[config.mk]
export PLATFORM = sky130hd
export DESIGN_NAME = square_wave_staircase_dac_sequencer_unit
export DESIGN_NICKNAME = d
export VERILOG_FILES = /design/src/swsdac_pkg.sv /design/src/square_wave_staircase_dac_sequencer_unit.sv
export SDC_FILE = /design/constraint.sdc
export NUM_CORES = 2
export LEC_CHECK = 0
export ABC_CLOCK_PERIOD_IN_PS = 21300
export BUFFER_PORTS_ARGS = -buffer_cell sky130_fd_sc_hd__buf_2
export CORE_MARGIN = 1.5
export CORE_UTILIZATION = 25
export DETAILED_ROUTE_END_ITERATION = 7
export GPL_ROUTABILITY_DRIVEN = 0
export PLACE_DENSITY = 0.39
export SLEW_MARGIN = 20
export SYNTH_ARGS = -nofsm -noshare
export SYNTH_HDL_FRONTEND = slang
export SYNTH_SLANG_ARGS = --single-unit
[constraint.sdc]
create_clock -name aclk -period 21.3 [get_ports aclk]
set_input_delay 4.26 -clock aclk [delete_from_list [all_inputs] [get_ports aclk]]
set_output_delay 4.26 -clock aclk [all_outputs]
set_load 0.01 [all_outputs]
[src/swsdac_pkg.sv]
// Shared types and constants for the square-wave staircase DAC sequencer.
package swsdac_pkg;

    // Command codes carried on the input channel's tuser.
    localparam logic [1:0] CMD_START = 2'd0;
    localparam logic [1:0] CMD_TICK  = 2'd1;
    localparam logic [1:0] CMD_MARK  = 2'd2;
    localparam logic [1:0] CMD_SPACE = 2'd3;

    // Configuration register indexes (byte address is four times the index).
    localparam logic [2:0] REG_START_LEVEL = 3'd0;
    localparam logic [2:0] REG_SPAN        = 3'd1;
    localparam logic [2:0] REG_PULSE_AMP   = 3'd2;
    localparam logic [2:0] REG_STEP        = 3'd3;
    localparam logic [2:0] REG_SENSOR_MODE = 3'd4;
    localparam logic [2:0] REG_SCALE       = 3'd5;

    // Reset value of the Q8.8 millivolt-to-code factor (unity).
    localparam logic [15:0] SCALE_RESET = 16'd256;

    // Saturation limit of the swept-channel accumulators.
    localparam logic [16:0] ACC_MAX = 17'h1FFFF;

    // Result item as packed on the output tdata, last field in the lowest bits.
    typedef struct packed {
        logic [6:0]         pad;
        logic [10:0]        sample_index;
        logic [7:0]         mark_space_diff;
        logic               scan_stopped;
        logic               reached_last;
        logic signed [17:0] staircase_level_mv;
        logic               dac_b_write;
        logic               dac_a_write;
        logic [15:0]        dac_b_code;
        logic [15:0]        dac_a_code;
    } result_t;

endpackage

[src/square_wave_staircase_dac_sequencer_unit.sv]
// Square-wave staircase sequencer driving two DAC channel codes.
// A transferred item is held in the input register; the result is computed from it
// and loads the result register when that register is free or drains.
// Throughput: one item per cycle; only a stalled result register holds up the input.
// Reset (aresetn low, synchronous) clears the channels, the scan state and the
// registers to their defaults; the scale register returns to unity (256).
module square_wave_staircase_dac_sequencer_unit
    import swsdac_pkg::*;
#(
    parameter int SAMPLE_DEPTH = 1024
) (
    input  logic        aclk,
    input  logic        aresetn,
    // Input channel
    input  logic        s_tvalid,
    output logic        s_tready,
    input  logic [7:0]  s_tdata,   // [7:0] adc_sample
    input  logic [1:0]  s_tuser,   // [1:0] cmd
    // Result channel
    output logic        m_tvalid,
    input  logic        m_tready,
    output logic [79:0] m_tdata,   // [15:0] dac_a_code, [31:16] dac_b_code,
                                   // [32] dac_a_write, [33] dac_b_write,
                                   // [51:34] staircase_level_mv, [52] reached_last,
                                   // [53] scan_stopped, [61:54] mark_space_diff,
                                   // [72:62] sample_index, [79:73] zero
    // Configuration port
    input  logic        psel,
    input  logic        penable,
    input  logic        pwrite,
    input  logic [4:0]  paddr,
    input  logic [31:0] pwdata,
    output logic [31:0] prdata,
    output logic        pready
);

    localparam int CntW = $clog2(SAMPLE_DEPTH + 1);
    localparam int IdxW = (CntW > 11) ? CntW : 11;

    // Configuration registers
    logic [15:0] start_reg;
    logic [14:0] span_reg;
    logic [14:0] pulse_reg;
    logic [14:0] step_reg;
    logic        mode_reg;
    logic [15:0] scale_reg;
    logic [2:0]  reg_idx;
    logic        cfg_wr;

    // Pipeline registers
    logic        in_valid_reg;
    logic [1:0]  in_cmd_reg;
    logic [7:0]  in_adc_reg;
    logic        out_valid_reg;
    result_t     out_reg;
    result_t     out_next;
    logic        adv;

    // Scan state
    logic signed [17:0] level_reg, level_next;
    logic               mark_phase_reg, mark_phase_next;
    logic               running_reg, running_next;
    logic               last_reg, last_next;
    logic [16:0]        mark_acc_reg, mark_acc_next;
    logic [16:0]        space_acc_reg, space_acc_next;
    logic [15:0]        code_a_reg, code_a_next;
    logic [15:0]        code_b_reg, code_b_next;
    logic [7:0]         held_reg, held_next;
    logic [CntW-1:0]    count_reg, count_next;

    // Datapath intermediates
    logic signed [17:0] start_ext;
    logic signed [17:0] last_lvl;
    logic signed [17:0] lvl_load;
    logic signed [17:0] lvl_dec;
    logic signed [18:0] lvl_pulse;
    logic [17:0]        mark_sum;
    logic [17:0]        space_sum;
    logic [16:0]        mark_sat;
    logic [16:0]        space_sat;
    logic signed [18:0] conv_mv;
    logic [33:0]        conv_prod;
    logic [15:0]        conv_code;
    logic               set_fixed;
    logic               set_swept;
    logic               clr_both;
    logic [15:0]        swept_val;
    logic [7:0]         diff;
    logic [IdxW-1:0]    idx_wide;

    // Configuration port: always ready, write on the access cycle.
    assign pready  = 1'b1;
    assign reg_idx = paddr[4:2];
    assign cfg_wr  = psel && penable && pwrite;

    always_ff @(posedge aclk) begin
        if (!aresetn) begin
            start_reg <= '0;
            span_reg  <= '0;
            pulse_reg <= '0;
            step_reg  <= '0;
            mode_reg  <= 1'b0;
            scale_reg <= SCALE_RESET;
        end else if (cfg_wr) begin
            case (reg_idx)
                REG_START_LEVEL: start_reg <= pwdata[15:0];
                REG_SPAN:        span_reg  <= pwdata[14:0];
                REG_PULSE_AMP:   pulse_reg <= pwdata[14:0];
                REG_STEP:        step_reg  <= pwdata[14:0];
                REG_SENSOR_MODE: mode_reg  <= pwdata[0];
                REG_SCALE:       scale_reg <= pwdata[15:0];
                default: ;
            endcase
        end
    end

    // Register read-back.
    always_comb begin
        case (reg_idx)
            REG_START_LEVEL: prdata = {16'd0, start_reg};
            REG_SPAN:        prdata = {17'd0, span_reg};
            REG_PULSE_AMP:   prdata = {17'd0, pulse_reg};
            REG_STEP:        prdata = {17'd0, step_reg};
            REG_SENSOR_MODE: prdata = {31'd0, mode_reg};
            REG_SCALE:       prdata = {16'd0, scale_reg};
            default:         prdata = '0;
        endcase
    end

    // Handshake: the held item moves on when the result register is free or drains.
    assign adv      = in_valid_reg && (!out_valid_reg || m_tready);
    assign s_tready = !in_valid_reg || adv;
    assign m_tvalid = out_valid_reg;
    assign m_tdata  = out_reg;

    always_ff @(posedge aclk) begin
        if (!aresetn) begin
            in_valid_reg  <= 1'b0;
            out_valid_reg <= 1'b0;
        end else begin
            if (s_tvalid && s_tready) begin
                in_valid_reg <= 1'b1;
            end else if (adv) begin
                in_valid_reg <= 1'b0;
            end
            if (adv) begin
                out_valid_reg <= 1'b1;
            end else if (m_tready) begin
                out_valid_reg <= 1'b0;
            end
        end
    end

    always_ff @(posedge aclk) begin
        if (s_tvalid && s_tready) begin
            in_cmd_reg <= s_tuser;
            in_adc_reg <= s_tdata;
        end
        if (adv) begin
            out_reg <= out_next;
        end
    end

    // Level arithmetic shared by the start and tick commands.
    assign start_ext = {{2{start_reg[15]}}, start_reg};
    assign last_lvl  = start_ext - {3'd0, span_reg};
    assign lvl_load  = start_ext + {3'd0, step_reg};
    assign lvl_dec   = level_reg - {3'd0, step_reg};
    assign lvl_pulse = {lvl_dec[17], lvl_dec} + {5'd0, pulse_reg[14:1]};

    // Saturating accumulator updates for the swept channel.
    assign mark_sum  = {1'b0, mark_acc_reg} + {3'd0, step_reg};
    assign space_sum = {1'b0, space_acc_reg} + {3'd0, step_reg};
    assign mark_sat  = mark_sum[17] ? ACC_MAX : mark_sum[16:0];
    assign space_sat = space_sum[17] ? ACC_MAX : space_sum[16:0];

    // Millivolt-to-code conversion: one multiplier, negative clamps to zero, overflow to 0xFFFF.
    assign conv_prod = conv_mv[17:0] * scale_reg;
    assign conv_code = conv_mv[18] ? 16'd0 :
                       ((|conv_prod[33:24]) ? 16'hFFFF : conv_prod[23:8]);

    // Command decode and next scan state.
    always_comb begin
        level_next      = level_reg;
        mark_phase_next = mark_phase_reg;
        running_next    = running_reg;
        last_next       = last_reg;
        mark_acc_next   = mark_acc_reg;
        space_acc_next  = space_acc_reg;
        held_next       = held_reg;
        count_next      = count_reg;
        conv_mv         = {lvl_load[17], lvl_load};
        set_fixed       = 1'b0;
        set_swept       = 1'b0;
        clr_both        = 1'b0;
        swept_val       = conv_code;
        diff            = '0;
        idx_wide        = IdxW'(count_reg);

        case (in_cmd_reg)
            CMD_START: begin
                level_next      = lvl_load;
                mark_phase_next = 1'b1;
                running_next    = 1'b1;
                last_next       = 1'b0;
                mark_acc_next   = '0;
                space_acc_next  = '0;
                count_next      = '0;
                idx_wide        = '0;
                conv_mv         = {lvl_load[17], lvl_load};
                set_fixed       = 1'b1;
                set_swept       = 1'b1;
                swept_val       = '0;
            end
            CMD_TICK: begin
                if (running_reg && mark_phase_reg) begin
                    // Mark half-period: step the staircase down.
                    mark_phase_next = 1'b0;
                    level_next      = lvl_dec;
                    if (lvl_dec <= last_lvl) begin
                        last_next = 1'b1;
                    end
                    if (lvl_dec < last_lvl) begin
                        running_next    = 1'b0;
                        mark_phase_next = 1'b1;
                        clr_both        = 1'b1;
                    end else if (lvl_dec == start_ext) begin
                        // First step: fixed channel gets half the pulse on top.
                        conv_mv       = lvl_pulse;
                        set_fixed     = 1'b1;
                        set_swept     = 1'b1;
                        swept_val     = '0;
                        mark_acc_next = '0;
                    end else begin
                        mark_acc_next = mark_sat;
                        conv_mv       = {2'b00, mark_sat};
                        set_swept     = 1'b1;
                    end
                end else if (running_reg) begin
                    // Space half-period: load or advance the space accumulator.
                    mark_phase_next = 1'b1;
                    if (level_reg == start_ext) begin
                        space_acc_next = {2'b00, pulse_reg};
                        conv_mv        = {4'd0, pulse_reg};
                    end else begin
                        space_acc_next = space_sat;
                        conv_mv        = {2'b00, space_sat};
                    end
                    set_swept = 1'b1;
                end
            end
            CMD_MARK: begin
                held_next = in_adc_reg;
            end
            default: begin
                diff = (in_adc_reg >= held_reg) ? (in_adc_reg - held_reg)
                                                : (held_reg - in_adc_reg);
                if (count_reg < CntW'(SAMPLE_DEPTH)) begin
                    count_next = count_reg + 1'b1;
                end
            end
        endcase
    end

    // Channel routing: mode 1 sweeps channel A, mode 0 sweeps channel B.
    always_comb begin
        code_a_next = code_a_reg;
        code_b_next = code_b_reg;
        if (clr_both) begin
            code_a_next = '0;
            code_b_next = '0;
        end else begin
            if (set_fixed) begin
                if (mode_reg) begin
                    code_b_next = conv_code;
                end else begin
                    code_a_next = conv_code;
                end
            end
            if (set_swept) begin
                if (mode_reg) begin
                    code_a_next = swept_val;
                end else begin
                    code_b_next = swept_val;
                end
            end
        end
    end

    // Result assembly; the last written code always equals the held channel code.
    always_comb begin
        out_next                    = '0;
        out_next.dac_a_code         = code_a_next;
        out_next.dac_b_code         = code_b_next;
        out_next.dac_a_write        = (code_a_next != code_a_reg);
        out_next.dac_b_write        = (code_b_next != code_b_reg);
        out_next.staircase_level_mv = level_next;
        out_next.reached_last       = last_next;
        out_next.scan_stopped       = !running_next;
        out_next.mark_space_diff    = diff;
        out_next.sample_index       = idx_wide[10:0];
    end

    // Scan state registers advance with each processed item.
    always_ff @(posedge aclk) begin
        if (!aresetn) begin
            level_reg      <= '0;
            mark_phase_reg <= 1'b1;
            running_reg    <= 1'b0;
            last_reg       <= 1'b0;
            mark_acc_reg   <= '0;
            space_acc_reg  <= '0;
            code_a_reg     <= '0;
            code_b_reg     <= '0;
            held_reg       <= '0;
            count_reg      <= '0;
        end else if (adv) begin
            level_reg      <= level_next;
            mark_phase_reg <= mark_phase_next;
            running_reg    <= running_next;
            last_reg       <= last_next;
            mark_acc_reg   <= mark_acc_next;
            space_acc_reg  <= space_acc_next;
            code_a_reg     <= code_a_next;
            code_b_reg     <= code_b_next;
            held_reg       <= held_next;
            count_reg      <= count_next;
        end
    end

endmodule
# == After elaboration in Yosys (flattened, before gate mapping) ==
# Cells that the tools add are included.
# totals
out_inout_bits,115
input_bits,54
register_bits,269
# classes
mul,1
bitwise_logic,1
reduce_logical,30
muxes,62
n_lt_le_gt_ge,4
n_eq_ne,16
addsub,9
# op_table
cell,count
$mux 16,15
$mux 17,9
$pmux 16 s6,1
$mux 19,5
$pmux 17 s2,2
$add 17x15->18,2
$eq 18x16->1,2
$pmux 18 s2,1
$mul 18x16->34,1
$ne 16x16->1,2
$pmux 16 s2,1
$pmux 11 s2,1
$add 18x15->19,1
$mux 1,19
$le 18x17->1,1
$lt 18x17->1,1
$mux 18,1
$sub 18x15->18,1
$add 16x16->17,1
$sub 16x16->17,1
$sub 8x8->8,2
$reduce_and 2->1,7
$add 11x1->11 const B,1
$lt 11x11->1 const B,1
23 further kinds,44

# == Depth between registers and ports, before layout ==
# depth
ltp_word,18
depth_mapped,55
depth_no_buf,51

# == Least setup slack after synthesis ==
# OpenSTA, ideal clock, no wires.
# synth_path
path_type,register to register
start,register start_reg[0]
end,register out_reg (netlist bit m_tdata[32]) (data pin)
synth_period_minus_slack_ns,11.896
path_buffers,2
slack_ns,9.404
arrival_ns,11.637
required_ns,21.041
path_stages_with_launch,51
cell_sequence,dfxtp_1 > inv_1 > ha_1 > fa_1 > nor2b_1 > o31ai_2 > nor3b_1 > o21ai_1 > nand3_1 > nand2_1 > a21oi_1 > o21bai_1 > a21oi_1 > xor2_1 > ha_1 > nand2_1 > nor4_1 > a41oi_1 > (+15 left out) > fa_1 > inv_1 > ha_1 > nand2_1 > a21oi_1 > nor2_1 > or3_1 > o21ai_0 > a21oi_1 > o221a_2 > o31ai_1 > mux2i_1 > o211ai_1 > nor4_4 > nand3_2 > a2111oi_2 > a31oi_1 > a211o_1
# synth_rtl
item,line,source
from (decl),square_wave_staircase_dac_sequencer_unit.sv:41,logic [15:0] start_reg;
from (signal assigned),square_wave_staircase_dac_sequencer_unit.sv:106,REG_START_LEVEL: start_reg <= pwdata[15:0];
to (signal assigned),square_wave_staircase_dac_sequencer_unit.sv:160,out_reg <= out_next;
to (decl),square_wave_staircase_dac_sequencer_unit.sv:55,result_t out_reg;

==> flow_summary.yaml <==
clock_network:
  htree_levels: 2
  cts_tree: "built"
  postCtsResizedCells: 0
  clk_slew_on_worst_s_h_paths_ps: 60
  numCtsBuffers: 35
  cts_buffer_depth: 3
  insertion_delay_ps: 560
  hold_buf_count_cts: 0
  clock_sink_count: 269
  cts_root_buffer: "sky130_fd_sc_hd__clkbuf_16"
  postCtsSetupBuffers: 0
timing:
  maxSlewHeadroom_pct: 25.0
  post-route-period-util_pct: 68.5
  final.setup_skew_ps: 31.9
  rsz0062_at_grt: "no"
  max_slew.worst_pin.slew_ps: 1110
  finalMaxSlewViolations: 0
  hold_viol: 0
  finalSetupViolCount: 0
  min_period_ps: 14600
  max_freq_ghz: 0.0685
  finalSetupTns_ps: 0
setup_path:
  endpoint: "m_tdata[33]$_DFFE_PP_"
  reg2reg_slack_ps: 6700
  worst_ep_arrival_time_ps: 14850
  reg2regPathDepth: 43
  critical-path-top-cell-by-count: "sky130_fd_sc_hd__fa_1"
  worst_path_largest_cell_delay_ps: 870
  worst_setup_path_start_kind: "register"
  crit_path_end_kind: "register"
  worstSetupPathType: "register to register"
  worst_setup_path_startpoint: "step_reg[3]$_SDFFE_PN0P_"
  critPathMaxFanout: 16
  worst_r2r_startpoint: "step_reg[3]$_SDFFE_PN0P_"
  critical_path_required_ps: 21550
  timing.rr.end: "m_tdata[33]$_DFFE_PP_"
  cp_slowest_cell: "sky130_fd_sc_hd__a221o_1"
global_routing:
  grt.busiest_layer: "met2"
  gr-usage-met3_pct: 1.36
  grt.overflow.total: 0
  groute.usage.overall_pct: 18.5
  grt.met1_usage_pct: 24.6
  globalRouteMet2Util_pct: 32.6
  initial_antenna_violation_count: 4
  pin_count_of_the_biggest_net_entering_global_routing: 105
  grt_first_pass_wirelength_um: 163000
  via_count_of_the_first_global_routing_pass: 24785
pwr:
  max-vdd-ir-drop_mv: 0.0434
  p_leak_uw: 0.0138
  power_density_over_the_cells_mw_per_mm2: 47.1
  totalPowerFinal_uw: 1500
synthesis:
  mean_syn_cell_area_sq_um: 8.22
  synthFlopType: "sky130_fd_sc_hd__dfxtp_1"
  synth_top_area_share_pct: 16.1
  synthesis.instances: 3456
  asr_flop_ratio_synth_pct: 0
  synth-seq-cells: 269
  post-synth-top-area-cell: "sky130_fd_sc_hd__fa_1"
  synth_warnings: 0
  post_synth_main_area_contributors: "sky130_fd_sc_hd__fa_1 (16%), sky130_fd_sc_hd__dfxtp_1 (13%), sky130_fd_sc_hd__ha_1 (10%)"
  synth-edff-count: 83
  synth_seq_area_share_pct: 21.9
  synth_cell_area_sq_mm: 0.0284
  synth.lib_cells_used.distinct: 108
final_layout:
  fillCellCount: 12283
  multi_input_comb_area_sq_mm: 0.0200
  share_of_layout_cells_above_drive_strength_1_pct: 8.45
  ff_latch_area_sq_mm: 0.00622
  synthToLayoutAreaGrowth_pct: 11.9
  largest_register_ff_count: 73
  fin_nets: 4025
  final_core_util_pct: 28.2
  final-instance-count-excl-fill: 5045
floorplan:
  die_area_sq_mm: 0.116
  core_footprint_sq_mm: 0.112
  dieWidth_um: 340
  die_height_um: 340
  initial_core_util_pct: 25.2
  floorplan_row_count: 123
  io-pin-count: 169
route:
  firstDrtPassIters: 6
  ant_nets: 0
  overall_via_count_from_detail_route: 24354
  drc: 0
  first_iter_violations: 1562
  post_drt_wl_per_cell_um: 21.2
  post_drt_via_cell_ratio: 4.83
  total_routed_wirelength_um: 107000
hold_path:
  min-delay-path-class: "register to register"
placed_design:
  dp_hpwl_um: 83400
  dp.cells: 4979
  port_buffers: 126
status:
  result_of_the_run: "finished, final reports clean"
flow_run:
  cap_violations: 0
[per-stage QoR]
step	hold WS (ps)	setup slack, ps	area, sq um
floorplan	429	9400	28500
global placement	444	6990	30700
detailed placement	450	6930	30700
CTS	457	6880	31800
global route	477	6060	31800
finish	456	6700	31800
[critical path, delay by kind of cell, from the launching register on]
kind                     cells  cell delay (ps)
AND/OR/NAND/NOR              7             2240
adder cells (fa/ha/maj)     10             4570
flip-flops                   1              590
AO/OA/AOI/OAI               19             6000
buffers and inverters        5              320
XOR/XNOR                     1              220
multiplexers                 1              330
[report_power, final]
part,switching (uW),internal [uW]
registers,14.1,544
clock network,250,338
logic,232,117
[metal layers]
layer	vias up	part of all wire, %
met5	-	0
met4	0	1.8
met2	512	50
li1	11731	-
met1	12011	45
met3	100	3.5
[layout by cell type, fill, tap and decap left out, drive strengths merged, types with 39 or more instances in the layout]
master / count
nor3: 39
inv: 393
buf: 189
nor2b: 39
edfxtp: 83
dfxtp: 186
xor2: 40
o21ai: 128
nor2: 237
and2: 146
fa: 229
mux2i: 54
a21oi: 277
xnor2: 87
a21o: 52
nand2: 545
ha: 226
clkbuf: 46
nand3: 47
[synthesized netlist by cell type, drive strengths merged, types with 8 or more instances]
cell type	n
clkbuf	144
edfxtp	83
o22ai	27
buf	44
and2	146
o31ai	9
nor2b	39
nand2b	26
nor4	14
nand2	545
a22oi	33
nand4	33
xor2	40
or2	8
o22a	11
a211o	11
o21ai	128
dfxtp	186
o21bai	26
inv	391
a222oi	9
o21a	16
nand3	47
a21o	52
nor2	237
and3	10
a21oi	277
a21boi	22
nor3	39
xnor2	87
o211ai	11
or3	14
a22o	16
ha	226
a211oi	24
fa	229
a31oi	24
mux2i	54
[cell families (layout without fill, tap and decap cells)]
| logic type | count (synthesis) | after routing | synth area share, % |
|---|---|---|---|
| flip-flops | 269 | 269 | 21.9 |
| XOR/XNOR | 133 | 133 | 4.42 |
| buffers and inverters | 579 | 641 | 8.12 |
| multiplexers | 65 | 65 | 2.62 |
| other | 2 | 29 | 0.0264 |
| AND/OR/NAND/NOR | 1188 | 1188 | 19.3 |
| adder cells (fa/ha/maj) | 457 | 457 | 26.2 |
| AO/OA/AOI/OAI | 763 | 763 | 17.4 |
[final cells by class]
cell class | count | area share (%)
clock inverters | 15 | 0.409
well taps | 1500 | 5.91
repair buffers | 189 | 3.47
diodes | 5 | 0.0394
clock buffers | 46 | 3.08
multi-input cells | 2630 | 62.9
flip-flops and latches | 269 | 19.6
inverters | 391 | 4.64
[how the worst min path moves through the flow]
stage                                              start                              to  depth (start not counted)
after floorplan               count_reg[10]$_SDFFE_PN0P_      count_reg[10]$_SDFFE_PN0P_                          2
after global placement             last_reg$_SDFFE_PN0P_           last_reg$_SDFFE_PN0P_                          2
after detailed placement   mark_acc_reg[13]$_SDFFE_PN0P_   mark_acc_reg[13]$_SDFFE_PN0P_                          2
after CTS                  mark_acc_reg[13]$_SDFFE_PN0P_   mark_acc_reg[13]$_SDFFE_PN0P_                          2
after global routing      space_acc_reg[11]$_SDFFE_PN0P_  space_acc_reg[11]$_SDFFE_PN0P_                          2
final                      mark_acc_reg[13]$_SDFFE_PN0P_   mark_acc_reg[13]$_SDFFE_PN0P_                          2
Note: power is estimated with default switching activity, not from simulation.
